[src/rtl/core/fwlm_pkg.sv]
// ----------------------------------------------------------------------------
// fwlm_pkg
// Shared types and constants of the flash wear-leveling map.
// ----------------------------------------------------------------------------
package fwlm_pkg;

  localparam int unsigned NumBlocksDef = 32;
  localparam int unsigned CountBitsDef = 16;
  localparam int unsigned NumLogical   = 32;
  localparam int unsigned LbW          = 5;
  localparam int unsigned FieldW       = 5;
  localparam int unsigned ThrW         = 16;
  localparam int unsigned PaddrW       = 3;
  localparam int unsigned PdataW       = 32;

  localparam logic [ThrW-1:0] ThrReset = 16'd5;

  // Word index of the wear threshold register.
  localparam logic RegWearThreshold = 1'b0;

  typedef enum logic [1:0] {
    CMD_READ  = 2'd0,
    CMD_WRITE = 2'd1,
    CMD_ERASE = 2'd2,
    CMD_NOP   = 2'd3
  } command_e;

  typedef enum logic [2:0] {
    ACT_READ     = 3'd0,
    ACT_WRITE    = 3'd1,
    ACT_COPY     = 3'd2,
    ACT_ERASE    = 3'd3,
    ACT_UNMAPPED = 3'd4
  } action_e;

  typedef enum logic [3:0] {
    ST_CLEAR,
    ST_IDLE,
    ST_DECODE,
    ST_ERASE_RD,
    ST_ERASE_WR,
    ST_SCAN,
    ST_ALLOC,
    ST_MIG_COPY,
    ST_MIG_ERASE,
    ST_REMAP,
    ST_FINAL
  } state_e;

  // Control from the sequencer to a least-erased tracker.
  typedef struct packed {
    logic clr;
    logic en;
  } trk_ctrl_t;

endpackage

[src/rtl/core/fwlm_least.sv]
// ----------------------------------------------------------------------------
// fwlm_least
// Running minimum of erase counts over a sequential scan; the first index
// wins on ties.
// ----------------------------------------------------------------------------
module fwlm_least
  import fwlm_pkg::*;
#(
  parameter int unsigned PW         = 5,
  parameter int unsigned COUNT_BITS = CountBitsDef
) (
  input  logic                  clk_i,
  input  logic                  rst_ni,
  input  trk_ctrl_t             ctrl_i,
  input  logic [PW-1:0]         idx_i,
  input  logic [COUNT_BITS-1:0] cnt_i,
  output logic                  found_o,
  output logic [PW-1:0]         idx_o,
  output logic [COUNT_BITS-1:0] cnt_o
);

  logic                  found_q;
  logic [PW-1:0]         idx_q;
  logic [COUNT_BITS-1:0] cnt_q;
  logic                  take;

  // Strictly smaller only, so an earlier index keeps a tie.
  assign take = ctrl_i.en && (!found_q || (cnt_i < cnt_q));

  always_ff @(posedge clk_i or negedge rst_ni) begin
    if (!rst_ni) begin
      found_q <= 1'b0;
    end else if (ctrl_i.clr) begin
      found_q <= 1'b0;
    end else if (take) begin
      found_q <= 1'b1;
    end
  end

  always_ff @(posedge clk_i) begin
    if (take && !ctrl_i.clr) begin
      idx_q <= idx_i;
      cnt_q <= cnt_i;
    end
  end

  assign found_o = found_q;
  assign idx_o   = idx_q;
  assign cnt_o   = cnt_q;

endmodule

[src/rtl/core/flash_wear_leveling_map.sv]
// ----------------------------------------------------------------------------
// flash_wear_leveling_map
// Logical-to-physical flash block map with erase counting and wear leveling.
// ----------------------------------------------------------------------------
//
//  Channel   Handshake                       Payload
//  --------  ------------------------------  ---------------------------------
//  request   start / busy                    command_i, logical_block_i
//  result    result_valid_o (one cycle)      action_o, phys_block_o,
//                                            source_block_o, last_o
//  config    APB psel/penable/pwrite/pready  paddr, pwdata, prdata
//
//  A write scans the erase-count memory, one entry per cycle, after first
//  erasing the block it replaces, if it had one; when a cold block migrates,
//  the map memory is also scanned for the logical block that maps to it.
//  After reset the block clears the erase-count memory with busy high;
//  configuration writes are taken during that time.
//  Results cannot be stalled: each one is shown for exactly one cycle.
//
// The state lives in two synchronous memories with registered read data:
// the map memory (32 physical indexes) and the block memory (an in-use bit
// and an erase count per physical block). Map entries carry valid bits in
// flip-flops. A sequencer reads, modifies and writes these memories one
// access at a time, so an access never overlaps another one to the same entry.
module flash_wear_leveling_map
  import fwlm_pkg::*;
#(
  parameter int unsigned NUM_BLOCKS = NumBlocksDef,
  parameter int unsigned COUNT_BITS = CountBitsDef
) (
  input  logic                clk_i,
  input  logic                rst_ni,
  // Request channel.
  input  logic                start,
  output logic                busy,
  input  logic [1:0]          command_i,
  input  logic [LbW-1:0]      logical_block_i,
  // Result channel.
  output logic                result_valid_o,
  output logic [2:0]          action_o,
  output logic [FieldW-1:0]   phys_block_o,
  output logic [FieldW-1:0]   source_block_o,
  output logic                last_o,
  // Configuration port.
  input  logic                psel,
  input  logic                penable,
  input  logic                pwrite,
  input  logic [PaddrW-1:0]   paddr,
  input  logic [PdataW-1:0]   pwdata,
  output logic [PdataW-1:0]   prdata,
  output logic                pready
);

  localparam int unsigned PW = $clog2(NUM_BLOCKS);
  localparam int unsigned CW = $clog2(NUM_BLOCKS + 1);
  localparam int unsigned KW = $clog2(NumLogical + 1);
  localparam int unsigned TW = (COUNT_BITS > ThrW) ? COUNT_BITS : ThrW;
  localparam int unsigned MW = COUNT_BITS + 1;

  // --------------------------------------------------------------------------
  // Configuration register.
  // --------------------------------------------------------------------------
  logic [ThrW-1:0] thr_q;
  logic            cfg_wr;

  assign pready = 1'b1;
  assign cfg_wr = psel && penable && pwrite;

  always_ff @(posedge clk_i or negedge rst_ni) begin
    if (!rst_ni) begin
      thr_q <= ThrReset;
    end else if (cfg_wr && (paddr[2] == RegWearThreshold)) begin
      thr_q <= pwdata[ThrW-1:0];
    end
  end

  assign prdata = (paddr[2] == RegWearThreshold) ? {{(PdataW-ThrW){1'b0}}, thr_q} : '0;

  // --------------------------------------------------------------------------
  // Memories.
  // --------------------------------------------------------------------------
  logic [PW-1:0]  map_mem [NumLogical];
  logic           map_re;
  logic [LbW-1:0] map_raddr;
  logic [PW-1:0]  map_rdata_q;
  logic           map_we;
  logic [LbW-1:0] map_waddr;
  logic [PW-1:0]  map_wdata;

  logic [MW-1:0]  blk_mem [NUM_BLOCKS];
  logic           blk_re;
  logic [PW-1:0]  blk_raddr;
  logic [MW-1:0]  blk_rdata_q;
  logic           blk_we;
  logic [PW-1:0]  blk_waddr;
  logic [MW-1:0]  blk_wdata;

  always_ff @(posedge clk_i) begin
    if (map_we) begin
      map_mem[map_waddr] <= map_wdata;
    end
    if (map_re) begin
      map_rdata_q <= map_mem[map_raddr];
    end
  end

  always_ff @(posedge clk_i) begin
    if (blk_we) begin
      blk_mem[blk_waddr] <= blk_wdata;
    end
    if (blk_re) begin
      blk_rdata_q <= blk_mem[blk_raddr];
    end
  end

  // --------------------------------------------------------------------------
  // Sequencer registers.
  // --------------------------------------------------------------------------
  state_e                state_q, state_d;
  logic [NumLogical-1:0] valid_q, valid_d;
  logic [CW-1:0]         idx_q, idx_d;
  logic [KW-1:0]         k_q, k_d;
  logic                  rd_vld_q, rd_vld_d;
  logic [PW-1:0]         pidx_q, pidx_d;
  logic [LbW-1:0]        pk_q, pk_d;
  command_e              cmd_q;
  logic [LbW-1:0]        lb_q;
  logic [PW-1:0]         era_q, era_d;
  logic [PW-1:0]         p_q, p_d;
  logic [COUNT_BITS-1:0] pcnt_q, pcnt_d;
  logic                  accept;

  // Emission of one result.
  logic                  emit;
  action_e               e_act;
  logic [PW-1:0]         e_phys;
  logic [PW-1:0]         e_src;
  logic                  e_last;
  logic [PW+FieldW-1:0]  e_phys_ext;
  logic [PW+FieldW-1:0]  e_src_ext;

  logic                  res_vld_q;
  action_e               act_q;
  logic [FieldW-1:0]     phys_q;
  logic [FieldW-1:0]     src_q;
  logic                  last_q;

  // Least-erased trackers for free and in-use blocks.
  trk_ctrl_t             free_ctrl, used_ctrl;
  logic                  free_found, used_found;
  logic [PW-1:0]         free_idx, used_idx;
  logic [COUNT_BITS-1:0] free_cnt, used_cnt;
  logic                  scan_clr;

  logic [COUNT_BITS-1:0] rd_cnt;
  logic                  rd_used;
  logic [COUNT_BITS-1:0] rd_cnt_inc;
  logic [COUNT_BITS-1:0] used_cnt_inc;
  logic                  mapped;
  logic                  below_thr;

  assign accept       = start && !busy;
  assign busy         = (state_q != ST_IDLE);
  assign rd_cnt       = blk_rdata_q[COUNT_BITS-1:0];
  assign rd_used      = blk_rdata_q[COUNT_BITS];
  assign rd_cnt_inc   = (rd_cnt == '1) ? rd_cnt : rd_cnt + COUNT_BITS'(1);
  assign used_cnt_inc = (used_cnt == '1) ? used_cnt : used_cnt + COUNT_BITS'(1);
  assign mapped       = valid_q[lb_q];
  assign below_thr    = TW'(free_cnt) < TW'(thr_q);

  always_comb begin
    state_d    = state_q;
    valid_d    = valid_q;
    idx_d      = idx_q;
    k_d        = k_q;
    rd_vld_d   = 1'b0;
    pidx_d     = pidx_q;
    pk_d       = pk_q;
    era_d      = era_q;
    p_d        = p_q;
    pcnt_d     = pcnt_q;
    map_re     = 1'b0;
    map_raddr  = logical_block_i;
    map_we     = 1'b0;
    map_waddr  = lb_q;
    map_wdata  = p_q;
    blk_re     = 1'b0;
    blk_raddr  = era_q;
    blk_we     = 1'b0;
    blk_waddr  = p_q;
    blk_wdata  = {1'b1, pcnt_q};
    emit       = 1'b0;
    e_act      = ACT_UNMAPPED;
    e_phys     = '0;
    e_src      = '0;
    e_last     = 1'b0;
    free_ctrl  = '0;
    used_ctrl  = '0;

    unique case (state_q)
      ST_CLEAR: begin
        // Sweep the block memory to zero counts and free blocks.
        blk_we    = 1'b1;
        blk_waddr = idx_q[PW-1:0];
        blk_wdata = '0;
        if (idx_q == CW'(NUM_BLOCKS - 1)) begin
          state_d = ST_IDLE;
        end else begin
          idx_d = idx_q + CW'(1);
        end
      end

      ST_IDLE: begin
        if (accept) begin
          map_re    = 1'b1;
          map_raddr = logical_block_i;
          state_d   = ST_DECODE;
        end
      end

      ST_DECODE: begin
        era_d = map_rdata_q;
        unique case (cmd_q)
          CMD_READ: begin
            emit    = 1'b1;
            e_last  = 1'b1;
            e_act   = mapped ? ACT_READ : ACT_UNMAPPED;
            e_phys  = mapped ? map_rdata_q : '0;
            state_d = ST_IDLE;
          end
          CMD_WRITE: begin
            if (mapped) begin
              valid_d[lb_q] = 1'b0;
              state_d       = ST_ERASE_RD;
            end else begin
              idx_d   = '0;
              state_d = ST_SCAN;
            end
          end
          CMD_ERASE: begin
            if (mapped) begin
              valid_d[lb_q] = 1'b0;
              state_d       = ST_ERASE_RD;
            end else begin
              emit    = 1'b1;
              e_last  = 1'b1;
              state_d = ST_IDLE;
            end
          end
          default: begin
            emit    = 1'b1;
            e_last  = 1'b1;
            state_d = ST_IDLE;
          end
        endcase
      end

      ST_ERASE_RD: begin
        blk_re    = 1'b1;
        blk_raddr = era_q;
        state_d   = ST_ERASE_WR;
      end

      ST_ERASE_WR: begin
        blk_we    = 1'b1;
        blk_waddr = era_q;
        blk_wdata = {1'b0, rd_cnt_inc};
        emit      = 1'b1;
        e_act     = ACT_ERASE;
        e_phys    = era_q;
        if (cmd_q == CMD_ERASE) begin
          e_last  = 1'b1;
          state_d = ST_IDLE;
        end else begin
          idx_d   = '0;
          state_d = ST_SCAN;
        end
      end

      ST_SCAN: begin
        // Issue one read per cycle; the data of the previous read is scored.
        free_ctrl.en = rd_vld_q && !rd_used;
        used_ctrl.en = rd_vld_q && rd_used;
        if (idx_q < CW'(NUM_BLOCKS)) begin
          blk_re    = 1'b1;
          blk_raddr = idx_q[PW-1:0];
          pidx_d    = idx_q[PW-1:0];
          rd_vld_d  = 1'b1;
          idx_d     = idx_q + CW'(1);
        end else begin
          state_d = ST_ALLOC;
        end
      end

      ST_ALLOC: begin
        if (!free_found) begin
          emit    = 1'b1;
          e_last  = 1'b1;
          state_d = ST_IDLE;
        end else if (used_found && !below_thr) begin
          p_d     = used_idx;
          pcnt_d  = used_cnt_inc;
          state_d = ST_MIG_COPY;
        end else begin
          p_d     = free_idx;
          pcnt_d  = free_cnt;
          state_d = ST_FINAL;
        end
      end

      ST_MIG_COPY: begin
        // The worn free block takes over the cold block's data.
        blk_we    = 1'b1;
        blk_waddr = free_idx;
        blk_wdata = {1'b1, free_cnt};
        emit      = 1'b1;
        e_act     = ACT_COPY;
        e_phys    = free_idx;
        e_src     = p_q;
        state_d   = ST_MIG_ERASE;
      end

      ST_MIG_ERASE: begin
        // The cold block is rewritten at ST_FINAL with its raised count.
        emit    = 1'b1;
        e_act   = ACT_ERASE;
        e_phys  = p_q;
        k_d     = '0;
        state_d = ST_REMAP;
      end

      ST_REMAP: begin
        // Find the first logical block mapped to the cold block.
        if (rd_vld_q && valid_q[pk_q] && (map_rdata_q == p_q)) begin
          map_we    = 1'b1;
          map_waddr = pk_q;
          map_wdata = free_idx;
          state_d   = ST_FINAL;
        end else if (k_q < KW'(NumLogical)) begin
          map_re    = 1'b1;
          map_raddr = k_q[LbW-1:0];
          pk_d      = k_q[LbW-1:0];
          rd_vld_d  = 1'b1;
          k_d       = k_q + KW'(1);
        end else begin
          state_d = ST_FINAL;
        end
      end

      ST_FINAL: begin
        map_we        = 1'b1;
        map_waddr     = lb_q;
        map_wdata     = p_q;
        valid_d[lb_q] = 1'b1;
        blk_we        = 1'b1;
        blk_waddr     = p_q;
        blk_wdata     = {1'b1, pcnt_q};
        emit          = 1'b1;
        e_act         = ACT_WRITE;
        e_phys        = p_q;
        e_last        = 1'b1;
        state_d       = ST_IDLE;
      end

      default: begin
        state_d = ST_IDLE;
      end
    endcase

    // Trackers restart whenever a scan is entered.
    scan_clr      = (state_d == ST_SCAN) && (state_q != ST_SCAN);
    free_ctrl.clr = scan_clr;
    used_ctrl.clr = scan_clr;
  end

  always_ff @(posedge clk_i or negedge rst_ni) begin
    if (!rst_ni) begin
      state_q   <= ST_CLEAR;
      valid_q   <= '0;
      idx_q     <= '0;
      k_q       <= '0;
      rd_vld_q  <= 1'b0;
      res_vld_q <= 1'b0;
    end else begin
      state_q   <= state_d;
      valid_q   <= valid_d;
      idx_q     <= idx_d;
      k_q       <= k_d;
      rd_vld_q  <= rd_vld_d;
      res_vld_q <= emit;
    end
  end

  always_ff @(posedge clk_i) begin
    pidx_q <= pidx_d;
    pk_q   <= pk_d;
    era_q  <= era_d;
    p_q    <= p_d;
    pcnt_q <= pcnt_d;
    if (accept) begin
      cmd_q <= command_e'(command_i);
      lb_q  <= logical_block_i;
    end
  end

  // Result register; physical indexes show their low five bits.
  assign e_phys_ext = {{FieldW{1'b0}}, e_phys};
  assign e_src_ext  = {{FieldW{1'b0}}, e_src};

  always_ff @(posedge clk_i) begin
    if (emit) begin
      act_q  <= e_act;
      phys_q <= e_phys_ext[FieldW-1:0];
      src_q  <= e_src_ext[FieldW-1:0];
      last_q <= e_last;
    end
  end

  assign result_valid_o = res_vld_q;
  assign action_o       = act_q;
  assign phys_block_o   = phys_q;
  assign source_block_o = src_q;
  assign last_o         = last_q;

  // --------------------------------------------------------------------------
  // Least-erased trackers.
  // --------------------------------------------------------------------------
  fwlm_least #(
    .PW        (PW),
    .COUNT_BITS(COUNT_BITS)
  ) u_free (
    .clk_i  (clk_i),
    .rst_ni (rst_ni),
    .ctrl_i (free_ctrl),
    .idx_i  (pidx_q),
    .cnt_i  (rd_cnt),
    .found_o(free_found),
    .idx_o  (free_idx),
    .cnt_o  (free_cnt)
  );

  fwlm_least #(
    .PW        (PW),
    .COUNT_BITS(COUNT_BITS)
  ) u_used (
    .clk_i  (clk_i),
    .rst_ni (rst_ni),
    .ctrl_i (used_ctrl),
    .idx_i  (pidx_q),
    .cnt_i  (rd_cnt),
    .found_o(used_found),
    .idx_o  (used_idx),
    .cnt_o  (used_cnt)
  );

endmodule

[config.mk]
export PLATFORM = sky130hd
export DESIGN_NAME = flash_wear_leveling_map
export DESIGN_NICKNAME = d
export VERILOG_FILES = /design/src/rtl/core/fwlm_pkg.sv /design/src/rtl/core/fwlm_least.sv /design/src/rtl/core/flash_wear_leveling_map.sv
export SDC_FILE = /design/constraint.sdc
export NUM_CORES = 1
export LEC_CHECK = 0
export BUFFER_PORTS_ARGS = -buffer_cell sky130_fd_sc_hd__buf_2
export CAP_MARGIN = 20
export CORE_MARGIN = 4
export CORE_UTILIZATION = 65
export DETAILED_ROUTE_END_ITERATION = 8
export PLACE_DENSITY = 0.88
export SKIP_CTS_REPAIR_TIMING = 1
export SLEW_MARGIN = 10
export SYNTH_ARGS = -nofsm -noshare
export SYNTH_HDL_FRONTEND = slang
export SYNTH_SLANG_ARGS = --single-unit
[constraint.sdc]
create_clock -name clk_i -period 12 [get_ports clk_i]
set_clock_uncertainty 0.05 [all_clocks]
set_input_delay 2.4 -clock clk_i [delete_from_list [all_inputs] [get_ports clk_i]]
set_output_delay 2.4 -clock clk_i [all_outputs]
set_load 0.1 [all_outputs]
; Word level (Yosys, flattened, before mapping)
; Memories as Yosys holds them, arrays and structs flattened. A register that Yosys moved wholly into a read port is not among the register bits.
; Cells that the tools add are included.
[word_totals]
word_cells = 190
n_memories = 2
mem_bits_rw = 704
input_bits = 48
output_inout_bits = 49
register_bits = 167
[memory_table]
columns = name, words, word_bits, rd, rd_ports_with_merged_regs, wr, line
row1 = blk_mem, 32, 17, 1, 1, 1, flash_wear_leveling_map.sv:90  ; logic [MW-1:0] blk_mem [NUM_BLOCKS];
row2 = map_mem, 32, 5, 1, 1, 1, flash_wear_leveling_map.sv:82  ; logic [PW-1:0] map_mem [NumLogical];
[op_classes]
muxes = 78
reduce_logical = 41
n_eq_ne = 28
bitwise_logic = 5
magnitude_cmp = 8
n_addsub = 4
[op_table]
columns = op, n
row1 = 16-bit 2-to-1 mux, 4
row2 = 32-bit 2-to-1 mux, 2
row3 = 32-bit case mux with 2 select lines, 1
row4 = 5-bit 2-to-1 mux, 12
row5 = 17-bit case mux with 3 select lines, 1
row6 = 16-bit less-than comparator, 3
row7 = 6-bit 2-to-1 mux, 7
row8 = 4-bit case mux with 10 select lines, 1
row9 = "16-bit by 1-bit adder with 16-bit output, second input constant", 2
row10 = 32-bit AND, 1
row11 = "16-bit == test, second input constant", 2
row12 = 32-bit NOT, 1
row13 = 32-bit bitwise OR, 1
row14 = 4-bit 2-to-1 mux, 7
row15 = 6-bit case mux with 4 select lines, 1
row16 = 1-bit 2-to-1 mux, 22
row17 = "4-bit by 3-bit == test with 1-bit output, second input constant", 5
row18 = 5-bit case mux with 4 select lines, 1
row19 = "2-bit != test, second input constant", 8
row20 = 1-bit logical AND, 15
row21 = 5-bit case mux with 3 select lines, 1
row22 = "6-bit by 1-bit adder with 6-bit output, second input constant", 2
row23 = "4-bit == test, second input constant", 3
row24 = "5-bit by 6-bit less-than comparator with 1-bit output, second input constant", 2
row25 = 33 further kinds, 59

; Logic depth before layout (Yosys ltp)
[logic_depth]
depth_word = 10
mapped_depth = 14
mapped_depth_nobuf = 12

; Cells and area by module
; A second synthesis with hierarchy kept.
[hier_totals]
hier_cells = 2473
hier_area_um2 = 37982.7
[modules_own_cells]
columns = mod, area_each_um2, seq_area_each_um2, cells_per_inst, instances
row1 = flash_wear_leveling_map, 35843.1, 25166.6, 2315, 1
row2 = fwlm_least, 1069.8, 655.6, 79, 2

; Worst setup path after synthesis
; Ideal clock, no wire load.
[synth_path]
kind = input to output
start = in paddr[2]
end = out prdata[10]
slack_ns = 5.529
required_time_ns = 9.550
t_arrival_ns = 4.021
stages = 3
n_path_buf = 2
cell_sequence = clkbuf_1 > clkbuf_1 > nor2_1
[synth_via]
elab_chain_len = 1
[synth_lines]
columns = item, line
row1 = "start, declared", flash_wear_leveling_map.sv:48  ; input logic [PaddrW-1:0] paddr,
row2 = 16-bit 2-to-1 mux, flash_wear_leveling_map.sv:77  ; assign prdata = (paddr[2] == RegWearThreshold) ? {{(PdataW-ThrW){1'b0}}, thr_q} : '0;
row3 = "end, declared", flash_wear_leveling_map.sv:50  ; output logic [PdataW-1:0] prdata,
; Every way passes these cells.

; Worst setup path in the final report
[layout_path]
start = in paddr[2]
end = out prdata[0]
; The elaborated chain is that of the path after synthesis.

==> impl.org <==
** Drt
- Summing over every cut layer, the via total after detailed routing is 23300.
- Average via count per standard cell :: 6.96
- The pre-antenna-repair detailed-routing pass consisted of 9 iterations.
- Summed over all layers, the routed wires come to 98.1 mm.
- The detail route stage leaves a number of antenna-violating nets equal to 0.
- After the first detailed-routing iteration, the DRC count stood at 3762.
- DRC violations left :: 2
- In the final routed layout, each cell accounts on average for 29.3 um.

** Worst setup path
- Counting both buffers and inverters, the worst setup path holds a total of 2.
- The worst register-to-register path begins at pk_q[0]$_DFFE_PP_.
- Data required, critical path :: 9.55 ns
- Critical path class :: in -> out
- Tracing the worst setup path back leads to its startpoint at paddr[2].
- Grouping stages by cell kind, the critical path spends the most delay in buffers and inverters.
- At the worst endpoint, the arrival time is 3.18 ns.
- Delay of the slowest cell on the worst path :: 0.45 ns
- Max stage delay cell, worst path :: sky130_fd_sc_hd__buf_2
- Largest driver fanout on the critical path :: 17
- Crit-path most repeated cell :: sky130_fd_sc_hd__buf_2
- For the worst flop-to-flop path, the logic depth is 10.
- Counting buffers and inverters, the worst setup path is 3 cells deep.
- The signal on the critical path passes through buf_2, nor2b_1, buf_2.
- STA classifies the critical path endpoint as an output pin.
- The setup check on the worst reg-to-reg path leaves a slack of 6.77 ns.
- The worst setup path is launched from an input port.
- R2R Path End :: map_rdata_q[2]$_DFFE_PP_
- The most critical setup path has its endpoint at prdata[0].

** Die
- Die boundary height :: 250 um
- The die covers 62500 um2.
- During I/O placement, the number of pins put on the boundary was 97.
- The initial utilization of the core area, before any placement, comes to 65.8%.
- Core region area :: 57800 um2
- In this run the horizontal extent of the chip is 250 um.
- The floorplan has 88 rows.

** Timing
- The worst path needs 5.63 ns of the cycle, external delays included.
- For the final routed database, the setup TNS stands at 0 ns.
- The worst pin sits at a relative slew slack of 23.1%.
- Hold violation count in the final report :: 0
- Setup repair after global routing left no endpoint under its margin.
- Dividing the final minimum period by the clock period gives 46.9%.
- The max-slew violation count was 0.
- Setup violations remaining at the end of the flow were counted as 0.
- Based on the critical path, the design can be clocked at up to 178 MHz.
- At the pin with the least slew margin, the transition time is 1.15 ns.

** Yosys
- Ys async rst share :: 7.61%
- Largest cells by area after synthesis :: sky130_fd_sc_hd__edfxtp_1 (65%), sky130_fd_sc_hd__mux4_2 (8.8%), sky130_fd_sc_hd__dfrtp_1 (4.3%)
- In this run, distinct cell masters in the synthesized netlist total 72.
- The synthesized design devotes to its leading area cell type 65.1% of total area.
- In this run, synthesis inferred 825 flip-flops with an integrated enable.
- Post-synthesis sequential area ratio :: 69.6%
- In this run, synthesis produced a sequential element count of 893.
- After synthesis, the mean cell area works out to 15.9 um2.
- The synthesized design spends more area on one cell type than any other, namely sky130_fd_sc_hd__edfxtp_1.
- For this run, the number of Yosys warnings is 0.
- In the synthesized netlist the dominant register cell turns out to be sky130_fd_sc_hd__edfxtp_1.
- After synthesis the cells add up to 38000 um2.
- After technology mapping, the gate count stands at 2399.

** GRT
- The first global-routing pass estimated 147 mm of wire.
- The total overflow left after global routing is 0.
- GR Util All Layers :: 31.1%
- The number of global-route vias before repair is 23300.
- Pin count of the biggest net entering global routing :: 115
- The initial antenna violation count came to 2.

** Finish
- The area growth from synthesis to layout is 11.1%.
- Number of inserted filler cells in the final layout :: 3180
- Of the cells placed in the final design, the portion with a size suffix greater than 1 is 20.1%.
- In the layout the commonest cells are sky130_fd_sc_hd__edfxtp_1 (825), sky130_fd_sc_hd__nand2_1 (263), sky130_fd_sc_hd__mux4_2 (148).
- The final layout contains 2604 nets.
- Most common cell after layout, fill and taps aside :: sky130_fd_sc_hd__edfxtp_1
- The number of antenna diodes in the final layout is 0.

** Hold path
- The path class of the tightest hold or removal check is reg -> reg.

** CTS
- Number of buffers created by CTS :: 88
- The H-tree was split into 3 levels.
- TritonCTS built the clock tree.
- Clock sink count :: 893
- CTS placed an instance of sky130_fd_sc_hd__clkbuf_16 at the clock tree root.
- Clock slew seen by the registers of the worst setup and hold paths :: 0.06 ns
- Insertion delay to the later sink of the worst-skew pair :: 0.65 ns
- Max clock buf depth :: 3

** Power and ir drop
- Leakage :: 15.0 nW
- The design draws 0.0107 W.
- The worst-case IR drop observed on VDD is 0.323 mV.
- Power density over cell area :: 254 nW/um2

** Outcome
- The run finished, with violations left.
- Failing checks :: design-rule violations

** Place
- Half-perimeter wire length after placement :: 55.4 mm
- During placement, the flow inserted port buffers numbering 61.
- At the end of routability-driven placement, the weighted congestion stood at 0.917.

** Job
- The tool flagged a number of max-cap violations equal to 0.
[Yosys cell counts (all sizes together), types with 4 or more instances]
cell type,n
mux2i,95
a21oi,48
nor2b,12
nor2,143
nand2,264
nand4,16
and2,8
inv,63
o41ai,5
xnor2,19
a32oi,5
o21ai,70
ha,52
clkbuf,72
nand3b,4
o211ai,5
buf,59
o221ai,6
edfxtp,825
nor3,20
and3,10
a31oi,4
xor2,9
and3b,4
o21a,4
a221o,6
mux2,62
mux4,150
nor3b,7
nand3,126
nor4,13
a21o,23
a22oi,16
nand2b,21
o22ai,32
or2,6
and4,7
or3,5
dfrtp,66
[stage by stage]
step	util (%)	cells	cell area (um2)	hold WS [ns]	setup WS, ns
after floorplan	-	2414	38100	0.371	5.53
after global placement	68.0	3173	39300	0.374	6.42
after detailed placement	68.0	3173	39300	0.391	6.37
after CTS	73.0	3336	42200	0.408	6.37
after global routing	73.1	3342	42300	0.414	6.33
final	73.1	3342	42300	0.408	6.37
[where the power goes]
group / internal [W] / total [W] / switching [W] / leakage [nW]
clock: 0.00154 / 0.00275 / 0.00120 / 1.38
combinational: 0.00107 / 0.00350 / 0.00243 / 5.25
sequential: 0.00420 / 0.00447 / 0.000265 / 8.37
total: 0.00681 / 0.0107 / 0.00390 / 15.0
[final cells by class]
type	instances	area (um2)	area share, %
well taps	765	957	2.27
inverters	63	236	0.560
clock inverters	59	558	1.32
repair buffers	131	873	2.07
clock buffers	104	2280	5.40
multi-input cells	1327	10900	25.7
flip-flops and latches	893	26500	62.7
[kinds of logic (layout without fill, tap and decap cells)]
family,count (synthesis),in the layout,synth area share [%]
flip-flops,893,893,69.6
AND/OR/NAND/NOR,670,670,8.09
multiplexers,307,307,13.3
AO/OA/AOI/OAI,253,253,4.35
buffers and inverters,194,357,2.33
adder cells (fa/ha/maj),52,52,1.71
XOR/XNOR,28,28,0.645
other,2,17,0.0197
[worst min path at each step]
stage / cells past startpoint / endpoint / startpoint / slack, ns
2_1_floorplan: 0 / u_free.idx_o[0]$_DFFE_PP_ / pidx_q[0]$_DFFE_PP_ / 0.37
3_3_place_gp: 0 / u_free.idx_o[1]$_DFFE_PP_ / pidx_q[1]$_DFFE_PP_ / 0.37
3_5_place_dp: 0 / u_free.idx_o[1]$_DFFE_PP_ / pidx_q[1]$_DFFE_PP_ / 0.39
4_1_cts: 0 / u_free.idx_o[4]$_DFFE_PP_ / pidx_q[4]$_DFFE_PP_ / 0.41
5_1_grt: 0 / u_free.idx_o[4]$_DFFE_PP_ / pidx_q[4]$_DFFE_PP_ / 0.41
6_report: 0 / u_used.idx_o[4]$_DFFE_PP_ / pidx_q[4]$_DFFE_PP_ / 0.41
[layer usage]
| metal | vias up | track usage [%] | routed length (um) |
|---|---|---|---|
| li1 | 9474 | - | - |
| met1 | 11400 | 42.3 | 33800 |
| met2 | 1995 | 50.2 | 47500 |
| met3 | 362 | 6.34 | 11800 |
| met4 | 4 | 13.2 | 4940 |
| met5 | - | 0 | 27 |
[worst reg2reg max path: stages, from the launching register on]
cell and delay (ns):
sky130_fd_sc_hd__edfxtp_1 0.85, sky130_fd_sc_hd__mux4_1 0.69, sky130_fd_sc_hd__a22oi_1 0.20, sky130_fd_sc_hd__nand2_1 0.16
sky130_fd_sc_hd__nor3_4 0.34, sky130_fd_sc_hd__o21ai_2 0.33, sky130_fd_sc_hd__mux2_4 1.02, sky130_fd_sc_hd__mux2i_1 0.41
sky130_fd_sc_hd__o22ai_1 0.15, sky130_fd_sc_hd__nor4_1 0.57, sky130_fd_sc_hd__a21oi_1 0.16
[registers in the layout, indices dropped and copies added, names as in the netlist, 3 cells and up, named ones only]
signal and count:
map_rdata_q 5, u_free.cnt_o 16, u_free.idx_o 5, action_o 3
p_q 5, idx_q 6, lb_q 5, phys_block_o 5
u_used.cnt_o 16, map_mem 160, pcnt_q 16, u_used.idx_o 5
source_block_o 5, pidx_q 5, k_q 6, blk_rdata_q 17
thr_q 16, era_q 5, blk_mem 544, pk_q 5
state_q 4
(Power assumes the default switching activity.)
